--- src/hw/rtl/ssg_pkg.sv ---
package ssg_pkg;

  localparam int ADDR_W    = 20;
  localparam int BITS_W    = 16;
  localparam int BIT_IDX_W = $clog2(BITS_W);
  localparam int COLOR_W   = 24;
  localparam int SPANB_W   = 4;
  localparam int WIDTH_W   = 5;
  localparam int SCALE_W   = 3;
  localparam int PIX_W     = SCALE_W + 3;
  localparam int CFG_IDX_W = 1;
  localparam int CFG_DAT_W = 5;

  localparam int DEF_SCREEN_PIXELS_WIDE = 640;
  localparam int DEF_BYTES_PER_PIXEL    = 3;
  localparam int DEF_MAX_SPRITE_WIDTH   = 16;
  localparam int DEF_MAX_SCALE          = 4;

  localparam logic [WIDTH_W-1:0] WIDTH_RESET = WIDTH_W'(5);
  localparam logic [SCALE_W-1:0] SCALE_RESET = SCALE_W'(1);

  typedef enum logic [CFG_IDX_W-1:0] {
    REG_SPRITE_WIDTH = 1'b0,
    REG_SCALE        = 1'b1
  } cfg_reg_t;

  // Effective settings after clamping
  typedef struct packed {
    logic [WIDTH_W-1:0] width;
    logic [SCALE_W-1:0] scale;
    logic [PIX_W-1:0]   pix_bytes;
  } cfg_t;

endpackage

--- src/hw/rtl/scaled_sprite_span_generator_unit.sv ---
// Scaled one-bit sprite span generator.
// Input channel (in_*): one transaction is one sprite row. in_row_bits holds the
// row with bit sprite_width-1 as the leftmost pixel; in_first_row loads the row
// base from in_position, otherwise the base carried over from the previous row
// is used. Output channel (out_*): one transaction per span of scale pixels,
// ordered left to right, then top to bottom within a pixel; out_last_span marks
// the final span of a row. A row with no set bits produces nothing.
// Config channel (cfg_*): index 0 is sprite_width, index 1 is scale; always
// ready, write only while no row is in flight.
// Timing: a row occupies the sequencer from acceptance until its last column is
// walked, and longer while the output stalls; out_valid rises once the sequencer
// reaches the first set column, after it has skipped each leading clear column.
// The sequencer produces one span per cycle on set pixels unless a held span stalls.
// in_stall is high for the whole row. While out_stall holds a span, the
// sequencer waits on its next set pixel; the output register keeps the span.
// Reset (rst_n low, synchronous): sprite_width 5, scale 1, row base 0, no
// pending output.
module scaled_sprite_span_generator_unit #(
  parameter int SCREEN_PIXELS_WIDE = ssg_pkg::DEF_SCREEN_PIXELS_WIDE,
  parameter int BYTES_PER_PIXEL    = ssg_pkg::DEF_BYTES_PER_PIXEL,
  parameter int MAX_SPRITE_WIDTH   = ssg_pkg::DEF_MAX_SPRITE_WIDTH,
  parameter int MAX_SCALE          = ssg_pkg::DEF_MAX_SCALE
) (
  input  logic                          clk,
  input  logic                          rst_n,
  input  logic                          cfg_valid,
  output logic                          cfg_ready,
  input  logic [ssg_pkg::CFG_IDX_W-1:0] cfg_index,
  input  logic [ssg_pkg::CFG_DAT_W-1:0] cfg_wdata,
  input  logic                          in_valid,
  output logic                          in_stall,
  input  logic [ssg_pkg::BITS_W-1:0]    in_row_bits,
  input  logic                          in_first_row,
  input  logic [ssg_pkg::ADDR_W-1:0]    in_position,
  input  logic [ssg_pkg::COLOR_W-1:0]   in_color,
  output logic                          out_valid,
  input  logic                          out_stall,
  output logic [ssg_pkg::ADDR_W-1:0]    out_span_address,
  output logic [ssg_pkg::SPANB_W-1:0]   out_span_bytes,
  output logic [ssg_pkg::COLOR_W-1:0]   out_span_color,
  output logic                          out_last_span
);
  import ssg_pkg::*;

  cfg_t cfg;

  // Register file with clamping of the settings
  ssg_cfg #(
    .BYTES_PER_PIXEL  (BYTES_PER_PIXEL),
    .MAX_SPRITE_WIDTH (MAX_SPRITE_WIDTH),
    .MAX_SCALE        (MAX_SCALE)
  ) u_cfg (
    .clk       (clk),
    .rst_n     (rst_n),
    .cfg_valid (cfg_valid),
    .cfg_ready (cfg_ready),
    .cfg_index (cfg_index),
    .cfg_wdata (cfg_wdata),
    .cfg       (cfg)
  );

  // Column/line walker with the output register
  ssg_seq #(
    .SCREEN_PIXELS_WIDE (SCREEN_PIXELS_WIDE),
    .BYTES_PER_PIXEL    (BYTES_PER_PIXEL)
  ) u_seq (
    .clk              (clk),
    .rst_n            (rst_n),
    .cfg              (cfg),
    .in_valid         (in_valid),
    .in_stall         (in_stall),
    .in_row_bits      (in_row_bits),
    .in_first_row     (in_first_row),
    .in_position      (in_position),
    .in_color         (in_color),
    .out_valid        (out_valid),
    .out_stall        (out_stall),
    .out_span_address (out_span_address),
    .out_span_bytes   (out_span_bytes),
    .out_span_color   (out_span_color),
    .out_last_span    (out_last_span)
  );

endmodule

--- src/hw/rtl/ssg_cfg.sv ---
module ssg_cfg #(
  parameter int BYTES_PER_PIXEL  = ssg_pkg::DEF_BYTES_PER_PIXEL,
  parameter int MAX_SPRITE_WIDTH = ssg_pkg::DEF_MAX_SPRITE_WIDTH,
  parameter int MAX_SCALE        = ssg_pkg::DEF_MAX_SCALE
) (
  input  logic                           clk,
  input  logic                           rst_n,
  input  logic                           cfg_valid,
  output logic                           cfg_ready,
  input  logic [ssg_pkg::CFG_IDX_W-1:0]  cfg_index,
  input  logic [ssg_pkg::CFG_DAT_W-1:0]  cfg_wdata,
  output ssg_pkg::cfg_t                  cfg
);
  import ssg_pkg::*;

  logic [WIDTH_W-1:0] sprite_width_r;
  logic [SCALE_W-1:0] scale_r;
  logic [WIDTH_W-1:0] width_eff;
  logic [SCALE_W-1:0] scale_eff;

  assign cfg_ready = 1'b1;

  always_ff @(posedge clk) begin
    if (!rst_n) begin
      sprite_width_r <= WIDTH_RESET;
      scale_r        <= SCALE_RESET;
    end else if (cfg_valid && cfg_ready) begin
      unique case (cfg_reg_t'(cfg_index))
        REG_SPRITE_WIDTH: sprite_width_r <= cfg_wdata[WIDTH_W-1:0];
        REG_SCALE:        scale_r        <= cfg_wdata[SCALE_W-1:0];
        default: ;
      endcase
    end
  end

  // Clamp width to the maximum; treat scale zero as one and clamp to the maximum
  always_comb begin
    width_eff = sprite_width_r;
    if (32'(sprite_width_r) > MAX_SPRITE_WIDTH) width_eff = WIDTH_W'(MAX_SPRITE_WIDTH);
    scale_eff = scale_r;
    if (scale_r == '0) scale_eff = SCALE_W'(1);
    else if (32'(scale_r) > MAX_SCALE) scale_eff = SCALE_W'(MAX_SCALE);
  end

  assign cfg.width     = width_eff;
  assign cfg.scale     = scale_eff;
  assign cfg.pix_bytes = PIX_W'(32'(scale_eff) * BYTES_PER_PIXEL);

endmodule

--- src/hw/rtl/ssg_seq.sv ---
module ssg_seq #(
  parameter int SCREEN_PIXELS_WIDE = ssg_pkg::DEF_SCREEN_PIXELS_WIDE,
  parameter int BYTES_PER_PIXEL    = ssg_pkg::DEF_BYTES_PER_PIXEL
) (
  input  logic                          clk,
  input  logic                          rst_n,
  input  ssg_pkg::cfg_t                 cfg,
  input  logic                          in_valid,
  output logic                          in_stall,
  input  logic [ssg_pkg::BITS_W-1:0]    in_row_bits,
  input  logic                          in_first_row,
  input  logic [ssg_pkg::ADDR_W-1:0]    in_position,
  input  logic [ssg_pkg::COLOR_W-1:0]   in_color,
  output logic                          out_valid,
  input  logic                          out_stall,
  output logic [ssg_pkg::ADDR_W-1:0]    out_span_address,
  output logic [ssg_pkg::SPANB_W-1:0]   out_span_bytes,
  output logic [ssg_pkg::COLOR_W-1:0]   out_span_color,
  output logic                          out_last_span
);
  import ssg_pkg::*;

  localparam int LINE_BYTES = BYTES_PER_PIXEL * SCREEN_PIXELS_WIDE;

  typedef enum logic [1:0] {
    S_IDLE = 2'b01,
    S_RUN  = 2'b10
  } state_t;

  state_t              state_r, state_nxt;
  logic [ADDR_W-1:0]   row_base_r, row_base_nxt;
  logic [ADDR_W-1:0]   col_r, col_nxt;
  logic [ADDR_W-1:0]   yoff_r, yoff_nxt;
  logic [SCALE_W-1:0]  y_r, y_nxt;
  logic [WIDTH_W-1:0]  jrem_r, jrem_nxt;
  logic [BITS_W-1:0]   bits_r, bits_nxt;
  logic [COLOR_W-1:0]  color_r, color_nxt;
  logic                out_valid_r, out_valid_nxt;
  logic [ADDR_W-1:0]   out_addr_r, out_addr_nxt;
  logic [SPANB_W-1:0]  out_bytes_r, out_bytes_nxt;
  logic [COLOR_W-1:0]  out_color_r, out_color_nxt;
  logic                out_last_r, out_last_nxt;

  logic [WIDTH_W-1:0]  idx;
  logic                idx_ok;
  logic                cur_bit;
  logic [BITS_W-1:0]   bit_sel;
  logic [BITS_W-1:0]   used_mask;
  logic [ADDR_W-1:0]   base;
  logic                slot_free;

  assign idx     = jrem_r - WIDTH_W'(1);
  assign idx_ok  = (32'(idx) < BITS_W);
  assign bit_sel = BITS_W'(1) << idx[BIT_IDX_W-1:0];
  assign cur_bit = idx_ok && bits_r[idx[BIT_IDX_W-1:0]];
  assign slot_free = !out_valid_r || !out_stall;
  assign used_mask = (32'(cfg.width) >= BITS_W) ? '1
                   : BITS_W'((33'(1) << cfg.width) - 33'(1));
  assign base = in_first_row ? in_position : row_base_r;

  always_comb begin
    state_nxt     = state_r;
    row_base_nxt  = row_base_r;
    col_nxt       = col_r;
    yoff_nxt      = yoff_r;
    y_nxt         = y_r;
    jrem_nxt      = jrem_r;
    bits_nxt      = bits_r;
    color_nxt     = color_r;
    out_valid_nxt = out_valid_r && out_stall;
    out_addr_nxt  = out_addr_r;
    out_bytes_nxt = out_bytes_r;
    out_color_nxt = out_color_r;
    out_last_nxt  = out_last_r;

    unique case (state_r)
      S_IDLE: begin
        if (in_valid) begin
          col_nxt      = base;
          row_base_nxt = base + ADDR_W'(32'(cfg.scale) * LINE_BYTES);
          bits_nxt     = in_row_bits & used_mask;
          jrem_nxt     = cfg.width;
          y_nxt        = '0;
          yoff_nxt     = '0;
          color_nxt    = in_color;
          state_nxt    = S_RUN;
        end
      end
      S_RUN: begin
        if (jrem_r == '0) begin
          state_nxt = S_IDLE;
        end else if (!cur_bit) begin
          // skip a clear column
          jrem_nxt = jrem_r - WIDTH_W'(1);
          col_nxt  = col_r + ADDR_W'(cfg.pix_bytes);
        end else if (slot_free) begin
          out_valid_nxt = 1'b1;
          out_addr_nxt  = col_r + yoff_r;
          out_bytes_nxt = cfg.pix_bytes[SPANB_W-1:0];
          out_color_nxt = color_r;
          out_last_nxt  = (y_r == cfg.scale - SCALE_W'(1)) && ((bits_r & ~bit_sel) == '0);
          if (y_r == cfg.scale - SCALE_W'(1)) begin
            y_nxt    = '0;
            yoff_nxt = '0;
            bits_nxt = bits_r & ~bit_sel;
            jrem_nxt = jrem_r - WIDTH_W'(1);
            col_nxt  = col_r + ADDR_W'(cfg.pix_bytes);
          end else begin
            y_nxt    = y_r + SCALE_W'(1);
            yoff_nxt = yoff_r + ADDR_W'(LINE_BYTES);
          end
        end
      end
      default: state_nxt = S_IDLE;
    endcase
  end

  always_ff @(posedge clk) begin
    if (!rst_n) begin
      state_r     <= S_IDLE;
      row_base_r  <= '0;
      out_valid_r <= 1'b0;
    end else begin
      state_r     <= state_nxt;
      row_base_r  <= row_base_nxt;
      out_valid_r <= out_valid_nxt;
    end
  end

  always_ff @(posedge clk) begin
    col_r       <= col_nxt;
    yoff_r      <= yoff_nxt;
    y_r         <= y_nxt;
    jrem_r      <= jrem_nxt;
    bits_r      <= bits_nxt;
    color_r     <= color_nxt;
    out_addr_r  <= out_addr_nxt;
    out_bytes_r <= out_bytes_nxt;
    out_color_r <= out_color_nxt;
    out_last_r  <= out_last_nxt;
  end

  assign in_stall         = (state_r != S_IDLE);
  assign out_valid        = out_valid_r;
  assign out_span_address = out_addr_r;
  assign out_span_bytes   = out_bytes_r;
  assign out_span_color   = out_color_r;
  assign out_last_span    = out_last_r;

endmodule

--- config.mk ---
export PLATFORM = sky130hd
export DESIGN_NAME = scaled_sprite_span_generator_unit
export DESIGN_NICKNAME = d
export VERILOG_FILES = /design/src/hw/rtl/ssg_pkg.sv /design/src/hw/rtl/scaled_sprite_span_generator_unit.sv /design/src/hw/rtl/ssg_cfg.sv /design/src/hw/rtl/ssg_seq.sv
export SDC_FILE = /design/constraint.sdc
export NUM_CORES = 1
export LEC_CHECK = 0
export ABC_AREA = 1
export BUFFER_PORTS_ARGS = -buffer_cell sky130_fd_sc_hd__buf_2
export CELL_PAD_IN_SITES_DETAIL_PLACEMENT = 1
export CELL_PAD_IN_SITES_GLOBAL_PLACEMENT = 2
export CORE_MARGIN = 2
export CORE_UTILIZATION = 38
export CTS_CLUSTER_SIZE = 16
export DETAILED_ROUTE_END_ITERATION = 6
export PLACE_DENSITY = 0.95
export SLEW_MARGIN = 10
export SYNTH_ARGS = -nofsm -noshare
export SYNTH_HDL_FRONTEND = slang
export SYNTH_SLANG_ARGS = --single-unit
--- constraint.sdc ---
create_clock -name clk -period 11.7 [get_ports clk]
set_input_delay 2.34 -clock clk [delete_from_list [all_inputs] [get_ports clk]]
set_output_delay 2.34 -clock clk [all_outputs]
set_load 0.05 [all_outputs]
==> qor.txt, run 1 <==
status: completed
Avg Cell Area, Syn: 8.75 sq um
Slowest-stage cell, CP: nand2_1
register area share after synthesis: 0.494
cell area after layout: 11200 sq um
Least-Margin Pin Slew: 1140 ps
Unique masters post-synth: 50
Placer Congestion: 0.869
setup violators final: 0
Clock Skew: 15.2 ps
First-pass DRT Iterations: 5
largest net degree at the start of global routing: 48
count leader, synth: nand2_1
relative slew slack: 0.239
Post-synth ARST share: 0
Commonest cells post-synth: nand2_1, edfxtp_1, inv_1
unrepaired setup endpoints after global routing: false
placed inst area: 10500 sq um
Synth area leader: edfxtp_1
YS warnings: 0
gr usage total: 0.210
num ports: 124
detailed-route DRC error count: 0
core outline area: 25000 sq um
worst vdd ir: 0.0000994 V
WS Path Type: primary input to register
global-route wire length before repair: 43500 um
#FFs+latches synth: 168
Num CTS Buffers: 17
post-CTS setup buffers: 0
Final min period: 5010 ps
synth top area cells: edfxtp_1, nand2_1, dfxtp_1, ha_1, inv_1
Clock Path Buffers: 2
WL per Instance: 17.5 um
total of max-cap violations: 0
die span in x: 163 um
top-area cell type share of the netlist area: 0.429
Post-synth EDFFs: 137
# rows: 58
CP peak stage delay: 840 ps
# fillers: 3050
TritonCTS clock tree: built
cts hold-fix bufs: 0
max-slew violation count: 0
Req. time, crit path: 11760 ps
period utilisation layout: 0.428
worst min path class: register to register
final hold violations: 0
Setup crit end kind: register
die area: 26500 sq um
fmax: 200 MHz
Fin Setup TNS: 0 ps
clock sinks: 168
Chip Height: 163 um
initial DRC count: 469
Vias: 8098
PostCTS Resize Cnt: 0
CTS root buf: clkbuf_16
Clk Latency, worst-skew pair: 450 ps
register area: 4730 sq um
CP max FO: 40
initial core utilization: 0.384
DP Wirelength: 20500 um
Syn Inst Count: 1095
Area growth syn-to-layout: 16.4%
Port Buf Inserts: 122
CTS clock-pin slew for the worst setup and hold paths: 80 ps
R2R setup slack: 8000 ps
Primary FF master, synth: edfxtp_1
Final nets: 1335
antenna-violating nets left: 0
layout cells sized above 1: 0.157
element type at the critical path start: primary input
Pwr Density: 166 nW/um^2
initial antenna violation count: 1
multi-input logic area: 4270 sq um
Synth Net Count: 1217
leakage power: 4.82 nW
Mapped Area: 9580 sq um
worst path cell trace: buf_2, nand2_1, inv_1, buf_4, nor2_1, inv_1, o21ai_0, o21bai_1, nand2_1
arrival time at the worst endpoint: 5070 ps
H-tree depth: 4
vias in the first global route: 8378
GRT Residual Overflow: 0
detail-routed via count per cell: 5.20
DRT Wirelength: 27300 um
[logic make-up (layout without fill, tap and decap cells)]
kind of cell             count (synthesis)  in the layout  share of synthesized area
AND/OR/NAND/NOR                        501            501                      0.228
adder cells (fa/ha/maj)                 50             50                     0.0684
AO/OA/AOI/OAI                          179            179                      0.101
multiplexers                             6              6                    0.00627
other                                    1              2                   0.000391
flip-flops                             168            168                      0.494
XOR/XNOR                                41             41                     0.0398
buffers and inverters                  149            280                     0.0623
[power by group]
group          switching (W)  internal, W  total (W)
Combinational       0.000322     0.000160   0.000482
Sequential         0.0000508     0.000724   0.000775
Clock               0.000295     0.000297   0.000592
Total               0.000668      0.00118    0.00185
[metrics by stage]
stage	instances	hold slack, ps	total power [W]	worst slack, ps	utilization
after global placement	1524	401	0.00124	6410	0.421
after CTS	1556	420	0.00186	6700	0.447
after detailed placement	1524	406	0.00126	6260	0.421
after floorplan	1095	400	0.00111	6540	-
after global routing	1557	432	0.00195	6450	0.447
final	1557	420	0.00185	6690	0.447
[area by class of cell]
class                           count  area share
Timing Repair Buffer              127      0.0581
Antenna cell                        1    0.000224
Inverter                          121      0.0407
Tap cell                          330      0.0370
Clock inverter                     15      0.0185
Sequential cell                   168       0.424
Multi-Input combinational cell    778       0.383
Clock buffer                       17      0.0381
[registers in the layout, summed over array words and instances, names as in the netlist, 2 cells and up]
signal	flops
u_seq.row_base_r	20
u_seq.color_r	24
u_seq.yoff_r	20
u_cfg.scale_r	3
u_seq.bits_r	16
u_seq.out_span_color	24
u_cfg.sprite_width_r	5
u_seq.out_span_address	20
u_seq.y_r	3
u_seq.out_span_bytes	4
u_seq.state_r	2
u_seq.col_r	20
u_seq.jrem_r	5
[cell usage in the layout (no fill, tap or decap), drive strengths merged]
cell    netlist  routed
nand4        22      22
buf          15     127
inv         121     129
diode         0       1
a21boi        3       3
a21o          1       1
nand3b        5       5
nor2        113     113
clkinv        0       7
xor2         28      28
a31oi         4       4
nand2       242     242
nor3         13      13
and3          1       1
nor4          3       3
a311oi        1       1
o21a          2       2
nor3b         1       1
o21bai        4       4
fa            4       4
o21ai        86      86
mux2i         6       6
edfxtp      137     137
o22ai         7       7
o211ai        3       3
or2          13      13
dfxtp        31      31
a211oi        1       1
ha           46      46
clkbuf       13      17
xnor2        13      13
conb          1       1
nand3        88      88
a21oi        67      67
[worst paths after layout]
check	start	endpoint	depth (start not counted)
min reg2reg	u_seq.color_r[8]	u_seq.out_span_color[8]	0
min	u_seq.color_r[8]	u_seq.out_span_color[8]	0
max reg2reg	u_cfg.scale_r[2]	u_seq.row_base_r[14]	13
max	in_valid	u_seq.col_r[13]	9
[critical path, delay by kind of cell]
| family | cells | cell delay, ps |
|---|---|---|
| buffers and inverters | 4 | 840 |
| and+or+nand+nor | 3 | 1470 |
| AOI/OAI and AO/OA | 2 | 370 |
[per-layer routing]
metal  share of wire  vias up  global-route usage
li1                -     3956                   -
met1            0.46     3916               0.283
met2            0.48      203               0.352
met5               0        -                   0
met3           0.051       23              0.0364
met4           0.013        0              0.0507
Power figures use the tool's default switching activity.
==> run 2, diff against run 1 <==
--- a/config.mk
+++ b/config.mk
@@ -5,15 +5,15 @@
 export SDC_FILE = /design/constraint.sdc
 export NUM_CORES = 1
 export LEC_CHECK = 0
-export ABC_AREA = 1
+export ABC_AREA = 0
 export BUFFER_PORTS_ARGS = -buffer_cell sky130_fd_sc_hd__buf_2
 export CELL_PAD_IN_SITES_DETAIL_PLACEMENT = 1
 export CELL_PAD_IN_SITES_GLOBAL_PLACEMENT = 2
 export CORE_MARGIN = 2
-export CORE_UTILIZATION = 38
+export CORE_UTILIZATION = 34
 export CTS_CLUSTER_SIZE = 16
 export DETAILED_ROUTE_END_ITERATION = 6
-export PLACE_DENSITY = 0.95
+export PLACE_DENSITY = 0.87
 export SLEW_MARGIN = 10
 export SYNTH_ARGS = -nofsm -noshare
 export SYNTH_HDL_FRONTEND = slang
==> constraint.sdc (replaced) <==
create_clock -name clk -period 4.45 [get_ports clk]
set_input_delay 0.89 -clock clk [delete_from_list [all_inputs] [get_ports clk]]
set_output_delay 0.89 -clock clk [all_outputs]
set_load 0.05 [all_outputs]
==> run 2 against run 1 <==
Net effect:
- count of clock-buffer cells in the layout up 6
- register-to-register slack worse by 7000 ps
- final area down 2.9%
- total power up 130%
- routed wire length down 13%
- core utilization down 4.4 points
- synthesized cell count down 21%
- combinational power up 80%
- hold slack better by 0.52 ps
==> qor.txt, run 2 <==
largest net degree at the start of global routing: 65 (+35%)
multi-input logic area: 4290 sq um (+0.35%)
H-tree depth: 4 (unchanged)
max-slew violation count: 0 (unchanged)
most common cell after layout, fill and taps aside: edfxtp_1
Setup crit end kind: register
Clk Latency, worst-skew pair: 420 ps (-30 ps)
Req. time, crit path: 4530 ps (-7230 ps)
worst vdd ir: 0.000238 V (+140%)
met1 GRT Util: 0.236 (-0.0473)
Least-Margin Pin Slew: 989 ps (-150 ps)
fmax: 287 MHz
#FFs+latches synth: 168 (unchanged)
Slowest-stage cell, CP: edfxtp_1
register area: 4730 sq um (unchanged)
# rows: 60 (+3.4%)
period utilisation layout: 0.782
gr usage total: 0.169 (-0.0406)
top-area cell type share of the netlist area: 0.443 (+0.0141)
Synth Net Count: 992 (-18%)
First-pass DRT Iterations: 5 (unchanged)
CP max FO: 25 (-38%)
detailed-route DRC error count: 0 (unchanged)
num ports: 124 (unchanged)
core outline area: 26900 sq um (+7.7%)
sequential share of power: 0.456 (+0.037)
count leader, synth: edfxtp_1
Mapped Area: 9280 sq um (-3.2%)
Chip Height: 169 um (+3.9%)
# fillers: 2999 (-1.7%)
Synth area leader: edfxtp_1
leakage power: 4.11 nW (-15%)
DRT Wirelength: 23800 um (-13%)
global-route wire length before repair: 38600 um (-11%)
Avg Cell Area, Syn: 10.7 sq um (+22%)
Ant. Diodes: 0 (-1)
Gate power share: 0.202 (-0.059)
P_sw: 0.00123 W (+84%)
GR peak layer: met2
YS warnings: 0 (unchanged)
Vias: 6991 (-14%)
met3 Use GR: 0.0275 (-0.00890)
layout cells sized above 1: 0.194 (+0.0365)
Core Util, Final: 0.403 (-0.0438)
met2 GRT Util: 0.273 (-0.0793)
total of max-cap violations: 0 (unchanged)
CTS root buf: clkbuf_16
vias in the first global route: 7185 (-14%)
Clock Path Buffers: 2 (unchanged)
PostCTS Resize Cnt: 0 (unchanged)
part of the power in the clock network: 0.341 (+0.021)
WS Path Type: register to register
unrepaired setup endpoints after global routing: false
arrival time at the worst endpoint: 3560 ps (-1510 ps)
relative slew slack: 0.332 (+0.0929)
Unique masters post-synth: 74 (+48%)
Pwr Density: 395 nW/um^2 (+140%)
post-CTS setup buffers: 0 (unchanged)
hold_ws: 420 ps (+0.516 ps)
commonest non-fill, non-tap cells in the layout: edfxtp_1, buf_2, nand2_1
Post-synth EDFFs: 137 (unchanged)
status: completed
Num CTS Buffers: 17 (unchanged)
Port Buf Inserts: 122 (unchanged)
register area share after synthesis: 0.510 (+0.0162)
cts hold-fix bufs: 0 (unchanged)
final hold violations: 0 (unchanged)
setup violators final: 0 (unchanged)
Post-synth ARST share: 0 (unchanged)
Final min period: 3480 ps
Pint: 0.00305 W (+160%)
initial DRC count: 354 (-25%)
DP Wirelength: 17600 um (-15%)
WL per Instance: 17.8 um (+1.5%)
GRT Residual Overflow: 0 (unchanged)
switching share of power: 0.287 (-0.0742)
detail-routed via count per cell: 5.23 (+0.61%)
CP peak stage delay: 700 ps (-140 ps)
Fin Setup TNS: 0 ps (unchanged)
Final nets: 1104 (-17%)
Commonest cells post-synth: edfxtp_1, nand2_1, a21oi_1
element type at the critical path start: register
initial antenna violation count: 0 (-1)
antenna-violating nets left: 0 (unchanged)
CTS clock-pin slew for the worst setup and hold paths: 60 ps (-20 ps)
Clock Skew: 9.87 ps (-5.36 ps)
worst min path class: register to register
Area growth syn-to-layout: 16.7%
initial core utilization: 0.345 (-0.0386)
Placer Congestion: 0.834 (-4.0%)
Syn Inst Count: 870 (-21%)
TritonCTS clock tree: built
synth top area cells: edfxtp_1, dfxtp_1, ha_1, xnor2_1, nand2_1
clock sinks: 168 (unchanged)
die area: 28600 sq um (+8.0%)
Primary FF master, synth: edfxtp_1
die span in x: 169 um (+3.9%)
worst path cell trace: inv_1, ha_1, mux4_2, mux2i_1, o22ai_1, o21ai_1, o21a_1, buf_4
-- run 2: cell types whose count changed in the layout (fill, tap and decap cells not counted), moves of 10 or more --
cell / previous run / this run
inv_1: 116 / 29
nand2b_1: 0 / 10
xor2_1: 27 / 15
nor2b_1: 0 / 12
o21ai_0: 75 / 49
xnor2_1: 11 / 45
nand4_1: 22 / 5
and2_1: 0 / 10
a21o_1: 1 / 12
mux2_2: 0 / 12
nand3_1: 84 / 42
nor2_1: 110 / 53
nand2_1: 237 / 91
-- run 2: cells by family after synthesis --
family          count (synthesis)  share of synthesized area
other cells                     1                   0.000404
flops                         168                      0.510
simple gates                  290                      0.155
buf+inv                        69                     0.0303
mux                            30                     0.0398
xor+xnor                       60                     0.0566
fa+ha+maj                      50                     0.0706
compound gates                202                      0.137
-- run 2: worst max-delay path: cells and delay by family (launching register included) --
kind | cells | cell delay (ps)
buffers and inverters | 2 | 520
DFF | 1 | 700
AOI/OAI and AO/OA | 3 | 730
muxes | 2 | 730
adders and majority gates | 1 | 440
-- run 2: through the flow --
| stage | instances | setup slack, ps | total power [W] | instance area, sq um |
|---|---|---|---|---|
| after floorplan | 870 | 392 | 0.00260 | 9290 |
| after global placement | 1304 | 992 | 0.00283 | 10300 |
| after detailed placement | 1304 | 939 | 0.00285 | 10300 |
| after CTS | 1336 | 905 | 0.00433 | 10800 |
| after global routing | 1336 | 667 | 0.00450 | 10800 |
| final | 1336 | 970 | 0.00428 | 10800 |
-- run 2: layer usage --
layer	vias up	part of all wire
met4	0	0.015
met2	145	0.45
met1	3401	0.50
met5	-	0
met3	19	0.038
li1	3426	-
-- run 2: power by group through the flow --
stage | clock, W | combinational [W] | sequential (W)
6_report | 0.00146 | 0.000866 | 0.00195
5_1_grt | 0.00156 | 0.000972 | 0.00197
4_1_cts | 0.00150 | 0.000875 | 0.00195
3_5_place_dp | 0 | 0.000865 | 0.00199
3_3_place_gp | 0 | 0.000843 | 0.00198
2_1_floorplan | 0 | 0.000645 | 0.00195
-- run 2: worst paths after layout --
kind | to | slack (ps) | depth (start not counted) | start
setup / recovery | u_seq.col_r[17] | 970 | 8 | u_seq.jrem_r[0]
hold / removal | u_seq.out_span_color[3] | 420 | 0 | u_seq.color_r[3]
hold reg to reg | u_seq.out_span_color[3] | 420 | 0 | u_seq.color_r[3]
setup reg to reg | u_seq.col_r[17] | 970 | 8 | u_seq.jrem_r[0]
-- run 2: area by class of cell --
class,count,area share
clock buffer,23,0.0452
clock inverter,9,0.00843
sequential,168,0.437
multi-input combinational,633,0.396
tap,341,0.0394
inverter,32,0.0111
timing repair buffer,130,0.0631
==> run 3, diff against run 2 <==
==> constraint.sdc (replaced) <==
create_clock -name clk -period 3.2 [get_ports clk]
set_input_delay 0.64 -clock clk [delete_from_list [all_inputs] [get_ports clk]]
set_output_delay 0.64 -clock clk [all_outputs]
set_load 0.05 [all_outputs]
==> run 3 against run 2 <==
Net effect:
- die area unchanged
- hold slack got worse by 38 ps
- non-clock buffer count increased by 24
- register-to-register slack got worse by 850 ps
- largest power group unchanged
==> qor.txt, run 3 (synthesis gave the netlist of run 2 again) <==
core outline area: 26900 sq um (unchanged)
initial core utilization: 0.345 (unchanged)
Clock Path Buffers: 2 (unchanged)
CP max FO: 7 (-72%)
hold_ws: 382 ps (-37.9 ps)
Placer Congestion: 0.830 (-0.52%)
initial antenna violation count: 0 (unchanged)
antenna-violating nets left: 0 (unchanged)
DRT Wirelength: 25300 um (+6.6%)
Clock Skew: 9.31 ps (-0.560 ps)
final hold violations: 0 (unchanged)
DP Wirelength: 18200 um (+3.6%)
Ant. Diodes: 0 (unchanged)
crit-path leading delay family: compound AO/OA/AOI/OAI gates
status: completed
Final nets: 1128 (+2.2%)
Buf/Inv on CP: 4 (+2)
Req. time, crit path: 3350 ps (-1180 ps)
global-route wire length before repair: 40000 um (+3.7%)
gr usage total: 0.178 (+0.00893)
die area: 28600 sq um (unchanged)
placed insts: 1324 (+1.5%)
most common cell after layout, fill and taps aside: edfxtp_1
num ports: 124 (unchanged)
element type at the critical path start: register
number of gates on the worst path with buffers counted: 13 (+5)
Vias: 7197 (+2.9%)
Slowest-stage cell, CP: fa_1
clock sinks: 168 (unchanged)
Least-Margin Pin Slew: 853 ps (-136 ps)
Setup crit end kind: register
relative slew slack: 0.431 (+0.0993)
# fillers: 2999 (unchanged)
GRT Residual Overflow: 0 (unchanged)
R2R setup slack: 120 ps (-850 ps)
crit path capture: u_seq.col_r[8]
cts hold-fix bufs: 0 (unchanged)
unrepaired setup endpoints after global routing: true
TritonCTS clock tree: built
layout cells sized above 1: 0.231 (+0.0366)
Cell Count, Final, Fillers Out: 1360 (+1.8%)
WL per Instance: 18.6 um (+4.8%)
period utilisation layout: 0.963 (+0.182)
Final min period: 3080 ps (-396 ps)
# rows: 60 (unchanged)
Port Buf Inserts: 122 (unchanged)
Pwr Density: 566 nW/um^2 (+43%)
H-tree depth: 4 (unchanged)
worst-case reg-to-reg path depth: 13 (+5)
worst min path class: primary input to register
max-slew violation count: 0 (unchanged)
Area growth syn-to-layout: 20.5%
fmax: 324 MHz (+13%)
CP peak stage delay: 460 ps (-240 ps)
vias in the first global route: 7257 (+1.0%)
die span in x: 169 um (unchanged)
CP startpoint: u_cfg.scale_r[0]
Num CTS Buffers: 17 (unchanged)
leakage power: 4.26 nW (+3.6%)
largest net degree at the start of global routing: 65 (unchanged)
commonest non-fill, non-tap cells in the layout: edfxtp_1, buf_2, nand2_1
CTS root buf: clkbuf_16
CTS clock-pin slew for the worst setup and hold paths: 70 ps (about the same)
Chip Height: 169 um (unchanged)
total power: 0.00634 W (+48%)
FF-to-FF Start: u_cfg.scale_r[0]
WS Path Type: register to register
r2r endpoint: u_seq.col_r[8]
First-pass DRT Iterations: 5 (unchanged)
setup violators final: 0 (unchanged)
worst vdd ir: 0.000325 V (+37%)
initial DRC count: 423 (+19%)
arrival time at the worst endpoint: 3240 ps (-320 ps)
detail-routed via count per cell: 5.29 (+1.1%)
worst path cell trace: inv_1, a21oi_4, buf_4, inv_1, ha_2, fa_1, a21o_1, a21o_1, a21oi_1, buf_4, nor3b_1, xnor2_1, a21oi_1
Clk Latency, worst-skew pair: 430 ps (about the same)
total of max-cap violations: 0 (unchanged)
detailed-route DRC error count: 0 (unchanged)
## run 3: worst min-delay path by stage
stage	cells after the start	slack, ps	startpoint	end
after floorplan	0	400	u_seq.color_r[0]	u_seq.out_span_color[0]
after CTS	1	370	in_color[17]	u_seq.color_r[17]
after detailed placement	0	410	u_seq.color_r[7]	u_seq.out_span_color[7]
after global placement	0	400	u_seq.color_r[18]	u_seq.out_span_color[18]
after global routing	1	370	in_color[17]	u_seq.color_r[17]
final	1	380	in_color[17]	u_seq.color_r[17]
## run 3: metal layers
layer	share of wire	wire [um]	vias to the layer above	global-route usage
met5	0	0	-	0
met4	0.014	359	0	0.0498
met3	0.040	1010	27	0.0292
met2	0.46	11700	178	0.285
met1	0.49	12300	3522	0.251
li1	-	-	3470	-
## run 3: area by class of cell
cell class	instances	area, sq um	area share
multi-input combinational	633	4390	0.392
tap	341	427	0.0381
timing repair buffer	154	867	0.0775
sequential	168	4740	0.424
clock buffer	20	447	0.0399
inverter	32	123	0.0110
clock inverter	12	199	0.0178
## run 3: what timing repair did
| item | CTS | global route |
|---|---|---|
| setup buffers | 2 | 2 |
| setup endpoints to repair | 3 | 21 |
| pin swaps | 2 | 4 |
| gates resized for setup | 1 | 18 |
## run 3: power breakdown
group          switching (W)  leakage, nW  internal, W
combinational       0.000756         2.40     0.000570
sequential          0.000136         1.56      0.00257
clock               0.000900        0.305      0.00141
## run 3: through the flow
step	utilization	TNS, ps	cell area (sq um)	setup slack, ps
global placement	0.388	0	10400	50.8
global route	0.416	-561	11200	-91.4
detailed placement	0.388	-193	10400	-71.2
CTS	0.413	-64.4	11100	-27.2
floorplan	-	-4180	9320	-85.4
finish	0.416	0	11200	117
## run 3: worst register-to-register path, delay by kind of cell (launching register included)
| kind | cells | cell delay (ps) |
|---|---|---|
| compound gates | 5 | 870 |
| fa+ha+maj | 2 | 830 |
| buf+inv | 4 | 510 |
| flops | 1 | 350 |
| xor+xnor | 1 | 180 |
| simple gates | 1 | 90 |
